`src/rtl/triangle_vertex_normal_accumulator_core_defines.svh`:
```
// Assertion macros for the vertex normal accumulator.
// Used by the controller and the top level; no other dependency.
`ifndef TRIANGLE_VERTEX_NORMAL_ACCUMULATOR_CORE_DEFINES_SVH
`define TRIANGLE_VERTEX_NORMAL_ACCUMULATOR_CORE_DEFINES_SVH
`ifndef SYNTHESIS
`define TVNA_ASSERT(label, clk, rstn, prop) \
  label: assert property (@(posedge clk) disable iff (!rstn) prop) else $error("label");
`define TVNA_ASSERT_NEXT(label, clk, rstn, pre, post) \
  label: assert property (@(posedge clk) disable iff (!rstn) (pre) |=> (post)) \
    else $error("label");
`else
`define TVNA_ASSERT(label, clk, rstn, prop)
`define TVNA_ASSERT_NEXT(label, clk, rstn, pre, post)
`endif
`endif

```
`src/rtl/tvna_pkg.sv`:
```
// Shared types, codes and helpers for the vertex normal accumulator.
// No dependencies.
package tvna_pkg;
  localparam int unsigned MaxVertices = 256;
  localparam int unsigned AccW = 48;

  typedef enum logic [1:0] {
    FUNC_LOAD = 2'd0, FUNC_TRI = 2'd1, FUNC_READ = 2'd2, FUNC_CLEAR = 2'd3
  } func_e;

  typedef struct packed {
    logic [1:0]         func;
    logic [7:0]         index_a;
    logic [7:0]         index_b;
    logic [7:0]         index_c;
    logic signed [15:0] pos_x;
    logic signed [15:0] pos_y;
    logic signed [15:0] pos_z;
  } in_item_t;

  typedef struct packed {
    logic signed [47:0] normal_x;
    logic signed [47:0] normal_y;
    logic signed [47:0] normal_z;
  } out_item_t;

  typedef enum logic [3:0] {
    ST_IDLE, ST_RDA, ST_RDB, ST_RDC, ST_MUL, ST_SUB, ST_CROSS,
    ST_ACC_A, ST_RDACC_B, ST_ACC_B, ST_RDACC_C, ST_ACC_C, ST_RD, ST_OUT, ST_CLRMEM
  } state_e;

  // Memory port selector used by the datapath.
  typedef enum logic [1:0] {SEL_A, SEL_B, SEL_C} sel_e;

  typedef struct packed {
    logic  pos_wr;      // write position of index_a
    logic  pos_rd;      // read position at sel
    logic  latch_a;
    logic  latch_b;
    logic  latch_c;
    logic  mul;         // form products
    logic  sub;         // form cross product
    logic  acc_rd;      // read accumulator at sel
    logic  acc_wr;      // write saturated sum at sel (uses last read)
    logic  acc_clr;     // write zero at clr address
    logic  clr_sweep;   // clear address from sweep counter
    logic  out_load;    // capture read data (or zero) into output
    sel_e  sel;
  } cmd_t;

  function automatic logic signed [47:0] sat_add(input logic signed [47:0] acc,
                                                 input logic signed [34:0] d);
    logic signed [48:0] s;
    s = 49'(acc) + 49'(d);
    if (s > 49'sh0_7FFF_FFFF_FFFF) return 48'sh7FFF_FFFF_FFFF;
    if (s < -49'sh0_8000_0000_0000) return 48'sh8000_0000_0000;
    return s[47:0];
  endfunction
endpackage

```
`src/rtl/tvna_ctrl.sv`:
```
// Controller state machine: sequences memory accesses and handshakes.
// Depends on tvna_pkg and the assertion macro header.
`include "triangle_vertex_normal_accumulator_core_defines.svh"
module tvna_ctrl #(
  parameter int unsigned MaxVertices = tvna_pkg::MaxVertices,
  localparam int unsigned AW = (MaxVertices > 1) ? $clog2(MaxVertices) : 1
) (
  input  logic               clk_i,
  input  logic               rst_ni,
  input  logic               in_valid_i,
  output logic               in_ready_o,
  output logic               out_valid_o,
  input  logic               out_ready_i,
  input  tvna_pkg::in_item_t item_i,
  output tvna_pkg::in_item_t item_o,
  output logic [AW-1:0]      sweep_o,
  output logic               a_ok_o,
  output tvna_pkg::cmd_t     cmd_o
);
  tvna_pkg::state_e state_q, state_d;
  tvna_pkg::in_item_t item_q;
  logic [AW-1:0] sweep_q;
  logic out_valid_q, out_valid_d;
  logic a_ok, b_ok, c_ok, take;

  assign a_ok = 32'(item_i.index_a) < MaxVertices;
  assign b_ok = 32'(item_q.index_b) < MaxVertices;
  assign c_ok = 32'(item_q.index_c) < MaxVertices;
  assign in_ready_o = (state_q == tvna_pkg::ST_IDLE) && !out_valid_q;
  assign take = in_valid_i && in_ready_o;
  assign out_valid_o = out_valid_q;
  assign sweep_o = sweep_q;
  assign a_ok_o = 32'(item_q.index_a) < MaxVertices;

  // Loads and clears act straight off the input; others use the held item.
  assign item_o = (state_q == tvna_pkg::ST_IDLE) ? item_i : item_q;

  always_comb begin
    state_d = state_q;
    out_valid_d = out_valid_q && !out_ready_i;
    case (state_q)
      tvna_pkg::ST_CLRMEM:
        if (32'(sweep_q) == MaxVertices - 1) state_d = tvna_pkg::ST_IDLE;
      tvna_pkg::ST_IDLE:
        if (take) begin
          case (tvna_pkg::func_e'(item_i.func))
            tvna_pkg::FUNC_TRI:  state_d = tvna_pkg::ST_RDA;
            tvna_pkg::FUNC_READ: state_d = tvna_pkg::ST_RD;
            default:             state_d = tvna_pkg::ST_IDLE;
          endcase
        end
      tvna_pkg::ST_RDA: state_d = (a_ok_o && b_ok && c_ok) ? tvna_pkg::ST_RDB
                                                          : tvna_pkg::ST_IDLE;
      tvna_pkg::ST_RDB:     state_d = tvna_pkg::ST_RDC;
      tvna_pkg::ST_RDC:     state_d = tvna_pkg::ST_MUL;
      tvna_pkg::ST_MUL:     state_d = tvna_pkg::ST_SUB;
      tvna_pkg::ST_SUB:     state_d = tvna_pkg::ST_CROSS;
      tvna_pkg::ST_CROSS:   state_d = tvna_pkg::ST_ACC_A;
      tvna_pkg::ST_ACC_A:   state_d = tvna_pkg::ST_RDACC_B;
      tvna_pkg::ST_RDACC_B: state_d = tvna_pkg::ST_ACC_B;
      tvna_pkg::ST_ACC_B:   state_d = tvna_pkg::ST_RDACC_C;
      tvna_pkg::ST_RDACC_C: state_d = tvna_pkg::ST_ACC_C;
      tvna_pkg::ST_ACC_C:   state_d = tvna_pkg::ST_IDLE;
      tvna_pkg::ST_RD:      state_d = tvna_pkg::ST_OUT;
      tvna_pkg::ST_OUT: begin
        state_d = tvna_pkg::ST_IDLE;
        out_valid_d = 1'b1;
      end
      default: state_d = tvna_pkg::ST_IDLE;
    endcase
  end

  // Accumulator updates are read-then-write, one vertex at a time in order
  // A, B, C. Each read comes in the state after the previous write, so a
  // repeated index sees the freshly written value.
  always_comb begin
    cmd_o = '0;
    cmd_o.sel = tvna_pkg::SEL_A;
    case (state_q)
      tvna_pkg::ST_CLRMEM: begin
        cmd_o.acc_clr = 1'b1;
        cmd_o.clr_sweep = 1'b1;
      end
      tvna_pkg::ST_IDLE: begin
        if (take && a_ok) begin
          cmd_o.pos_wr = (item_i.func == tvna_pkg::FUNC_LOAD);
          cmd_o.acc_clr = (item_i.func == tvna_pkg::FUNC_CLEAR);
        end
      end
      tvna_pkg::ST_RDA: begin cmd_o.pos_rd = 1'b1; cmd_o.sel = tvna_pkg::SEL_A; end
      tvna_pkg::ST_RDB: begin
        cmd_o.pos_rd = 1'b1; cmd_o.sel = tvna_pkg::SEL_B; cmd_o.latch_a = 1'b1;
      end
      tvna_pkg::ST_RDC: begin
        cmd_o.pos_rd = 1'b1; cmd_o.sel = tvna_pkg::SEL_C; cmd_o.latch_b = 1'b1;
      end
      tvna_pkg::ST_MUL: begin
        cmd_o.latch_c = 1'b1;
      end
      tvna_pkg::ST_SUB: begin
        cmd_o.mul = 1'b1;
        cmd_o.acc_rd = 1'b1; cmd_o.sel = tvna_pkg::SEL_A;
      end
      tvna_pkg::ST_CROSS: begin
        cmd_o.sub = 1'b1;
      end
      tvna_pkg::ST_ACC_A: begin
        cmd_o.acc_wr = 1'b1; cmd_o.sel = tvna_pkg::SEL_A;
      end
      tvna_pkg::ST_RDACC_B: begin
        cmd_o.acc_rd = 1'b1; cmd_o.sel = tvna_pkg::SEL_B;
      end
      tvna_pkg::ST_ACC_B: begin
        cmd_o.acc_wr = 1'b1; cmd_o.sel = tvna_pkg::SEL_B;
      end
      tvna_pkg::ST_RDACC_C: begin
        cmd_o.acc_rd = 1'b1; cmd_o.sel = tvna_pkg::SEL_C;
      end
      tvna_pkg::ST_ACC_C: begin
        cmd_o.acc_wr = 1'b1; cmd_o.sel = tvna_pkg::SEL_C;
      end
      tvna_pkg::ST_RD: begin cmd_o.acc_rd = 1'b1; cmd_o.sel = tvna_pkg::SEL_A; end
      tvna_pkg::ST_OUT: cmd_o.out_load = 1'b1;
      default: cmd_o = '0;
    endcase
  end

  always_ff @(posedge clk_i or negedge rst_ni) begin
    if (!rst_ni) begin
      state_q     <= tvna_pkg::ST_CLRMEM;
      sweep_q     <= '0;
      out_valid_q <= 1'b0;
    end else begin
      state_q     <= state_d;
      out_valid_q <= out_valid_d;
      if (state_q == tvna_pkg::ST_CLRMEM) sweep_q <= sweep_q + AW'(1);
    end
  end

  always_ff @(posedge clk_i) begin
    if (take) item_q <= item_i;
  end

  `TVNA_ASSERT(a_out_only_idle, clk_i, rst_ni, !(out_valid_q && state_q != tvna_pkg::ST_IDLE))
  `TVNA_ASSERT_NEXT(a_out_after_rd, clk_i, rst_ni, state_q == tvna_pkg::ST_OUT, out_valid_q)
  `TVNA_ASSERT(a_take_idle, clk_i, rst_ni, !(take && state_q != tvna_pkg::ST_IDLE))
endmodule

```
`config.mk`:
```
export PLATFORM = sky130hd
export DESIGN_NAME = tvna_ctrl
export DESIGN_NICKNAME = d
export VERILOG_FILES = /design/src/rtl/tvna_pkg.sv /design/src/rtl/tvna_ctrl.sv
export VERILOG_INCLUDE_DIRS = /design/src /design/src/rtl
export SDC_FILE = /design/constraint.sdc
export NUM_CORES = 1
export LEC_CHECK = 0
export ABC_AREA = 0
export BUFFER_PORTS_ARGS = -buffer_cell sky130_fd_sc_hd__buf_2
export CAP_MARGIN = 20
export CELL_PAD_IN_SITES_DETAIL_PLACEMENT = 1
export CELL_PAD_IN_SITES_GLOBAL_PLACEMENT = 1
export CORE_ASPECT_RATIO = 1.25
export CORE_UTILIZATION = 39
export CTS_BUF_LIST = sky130_fd_sc_hd__clkbuf_8
export CTS_CLUSTER_SIZE = 10
export DETAILED_ROUTE_END_ITERATION = 10
export HOLD_SLACK_MARGIN = 0.15
export PLACE_DENSITY = 0.93
export RECOVER_POWER = 50
export REMOVE_ABC_BUFFERS = 1
export SYNTH_ARGS = -nofsm -noshare
export SYNTH_HDL_FRONTEND = slang
export SYNTH_SLANG_ARGS = --single-unit
```
`constraint.sdc`:
```
create_clock -name clk_i -period 6.95 [get_ports clk_i]
set_input_delay 1.0425 -clock clk_i [delete_from_list [all_inputs] [get_ports clk_i]]
set_output_delay 1.0425 -clock clk_i [all_outputs]
set_load 0.03 [all_outputs]
```
==> summary.md <==
| Metric | Value |
|---|---|
| First-pass GRT wire length | `16700 µm` |
| Total gr overflow | `0` |
| Hold Path Sink | `sweep_o[5]` |
| Min-delay worst type | `reg2reg` |
| Grt met2 use | `between 30% and 40%` |
| Post-Syn Instances | `414` |
| DR iter-0 viols | `146` |
| Status | `finished, violations left` |
| Worst Path Arrival | `slightly below 5000 ps` |
| Setup TNS | `0 ps` |
| Pint | `0.00122 W` |
| YS warnings | `0` |
| Final Cell Area | `5020 µm²` |
| Slowest stage delay, CP | `2790 ps` |
| Final hold viol count | `0` |
| Ant diodes | `0` |
| Pre-CTS setup slack | `3490 ps` |
| Met1 Use GR | `23.8%` |
| Power share of the clock group | `13.9%` |
| Final Max Slew Viols | `75` |
| Die span in x | `93.1 µm` |
| Antenna violations before repair | `0` |
| Slew @ Worst Pin | `4020 ps` |
| Pre-antenna DRT Iters | `4` |
| Post-synthesis register bit count | `87` |
| Nets | `659` |
| Post-Syn Area | `4040 µm²` |
| Psw | `0.00124 W` |
| Skew-Pair Late Insertion Delay | `340 ps` |
| Max-Cap Viols | `1` |
| Final setup vio count | `0` |
| ANT nets after route | `0` |
| Worst setup margin | `between 1500 and 2000 ps` |
| Max Root-Sink Buffers | `2` |
| Post-Route Skew | `between 10 and 15 ps` |
| Sw frac | `50.5%` |
| Worst Reg2Reg Path Length in Cells | `5` |
| Sequential area share after synthesis | `63.1%` |
| Area delta synth->final | `24.1%` |
| Area of the multi-input gates | `1290 µm²` |
| Vias in the first global route | `3400` |
| RSZ-0062 raised after global routing | `false` |
| Final hold slack | `approximately 520 ps` |
| Most frequent cells in the layout | `nand2_1 (236), buf_2 (104), edfxtp_1 (74), clkbuf_1 (72), nor2_1 (11)` |
| Core Region | `10100 µm²` |
| Vias | `3507` |
| Via density | `4.91` |
| Tmin final | `4980 ps` |
| Fin crit share | `71.6%` |
| Critical-path top delay cell | `clkbuf_1` |
| Port bufs | `175` |
| Reg area | `~2600 µm²` |
| Largest net degree at the start of global routing | `75` |
| Die area | `10800 µm²` |
| Setup Crit Path Kind | `reg2reg` |
| Post-DP Area | `between 4000 and 5000 µm²` |
| IO Count | `177` |
| Synth unique cells | `34` |
| Root Buffer | `clkbuf_8` |
| DR DRC count | `0` |
| Failing checks | `max-capacitance violations, max-slew violations` |
| Crit path max fanout | `74` |
| Cts-stage hold buffer count | `0` |
| Clock sinks | `87` |
| Sequential power share | `31.4%` |
| Share of layout cells above drive strength 1 | `20.9%` |
| Hpwl dp | `roughly 7900 µm` |
| Fill count | `1281` |
| Placer Congestion | `about 0.78` |
| Die H | `116 µm` |
| M3 GR Usage | `2.62%` |
| Avg Cell Area, Syn | `between 9 and 10 µm²` |
| Slew margin rel. | `-168%` |
| Critical Path Source Type | `flip-flop` |
| CP Data Required Time | `~7000 ps` |
| All-Layer GR Usage | `20.1%` |
| Setup bufs post-CTS | `0` |
| CTS tree | `done` |
| Hold_sp | `sweep_o[5]` |
| Total power | `0.00245 W` |
| Post-Route WL | `between 10000 and 15000 µm` |
| Total CTS buffers | `9` |
| Hold Crit Depth | `1` |
| PD cells | `around 490 nW/µm²` |
| Worst reg2reg startpoint | `state_q[0]` |
| Commonest non-fill, non-tap cell in the layout | `nand2_1` |
| Lkg Pwr | `2.29 nW` |
| Fmax | `201 MHz` |
| Resized Gates After CTS | `0` |
| Logic pwr share | `54.7%` |
| Flop2flop setup slack | `1970 ps` |
| Busiest grt layer | `met2` |
| Cell Rows | `between 40 and 50` |
| R2R Path End | `item_q[63]` |
| Peak VDD IR | `0.000274 V` |
| Cells along the critical path | `nor4_1 -> buf_4 -> nand2_1 -> clkinv_1 -> clkbuf_1` |
| Clock-pin slew on the worst setup and hold paths | `approximately 80 ps` |
| H-tree levels | `3` |
| CP endpoint kind | `flip-flop` |
| Starting Density | `between 30 and 40%` |
| WL/cell | `15.0 µm` |
-- power groups by stage --
stage / registers, W / logic, W / clock network [W]
after floorplan: 0.000782 / 0.000950 / 0
after global placement: 0.000775 / 0.00133 / 0
after detailed placement: 0.000783 / 0.00138 / 0
after CTS: 0.000771 / 0.00138 / 0.000351
after global routing: 0.000784 / 0.00145 / 0.000371
final: 0.000771 / 0.00134 / 0.000341
-- critical path, delay by kind of cell, from the launching register on --
family / cells / cell delay, ps
buffers and inverters: 3 / 3260
and+or+nand+nor: 2 / 610
DFF: 1 / 560
-- state kept, by name, indices dropped and copies added, names as in the netlist --
signal / cells
out_valid_o: 1
state_q: 4
sweep_o: 8
item_q: 74
-- Yosys cell counts, drive strengths merged --
library cell,n,area [µm²]
o21bai,2,15.0
nor4,1,21.3
edfxtp,74,2220
xor2,3,26.3
nand2b,6,37.5
a21boi,1,7.51
a211oi,1,7.51
nand4,1,6.26
inv,3,11.3
buf,21,141
nand2,236,888
nor2,11,41.3
mux2i,2,20.0
nand3,3,15.0
nor2b,2,12.5
o22ai,5,31.3
nor3b,1,7.51
a21oi,3,15.0
dfstp,3,78.8
xnor2,4,35.0
o21ai,2,10.0
dfrtp,10,250
ha,1,12.5
conb,1,3.75
a2bb2oi,2,17.5
maj3,1,10.0
nand4b,1,23.8
clkbuf,3,11.3
nor3,9,50.1
mux2,1,11.3
-- kinds of logic after synthesis --
family	count (synthesis)	synth area share, %
DFF	87	63.1
AOI/OAI and AO/OA	16	2.57
other	1	0.0928
and+or+nand+nor	271	27.3
xor gates and xnor gates	7	1.52
buffers and inverters	27	4.06
adders and majority gates	2	0.557
muxes	3	0.774
-- per-stage QoR --
step / util (%) / instances
floorplan: - / 390
global placement: 49.1 / 698
CTS: 51.0 / 714
detailed placement: 49.1 / 698
global route: 49.6 / 714
finish: 49.6 / 714
-- cell type report --
type | instances | share of cell area [%]
flip-flops and latches | 87 | 50.8
clock inverters | 6 | 1.07
repair buffers | 179 | 16.2
multi-input cells | 300 | 25.7
well taps | 129 | 3.22
clock buffers | 10 | 2.74
inverters | 3 | 0.224
-- metal layers --
layer  share of wire (%)  wire (µm)  vias up
li1                    -          -     1682
met1                  40       4330     1696
met2                  54       5750      113
met3                 4.1        441       16
met4                 1.6        167        0
met5                   0          0        -
-- worst max-delay path by stage --
stage                from    endpoint  slack [ps]  cells after the start
2_1_floorplan  state_q[0]   item_q[0]        2480                      3
6_report       state_q[0]  item_q[63]        1970                      5
5_1_grt        state_q[0]  item_q[63]        1500                      5
3_3_place_gp   state_q[1]  item_o[63]        3650                      6
4_1_cts        state_q[1]   item_o[3]        3110                      6
3_5_place_dp   state_q[1]   item_o[3]        3490                      6
Power figures use the tool's default switching activity.
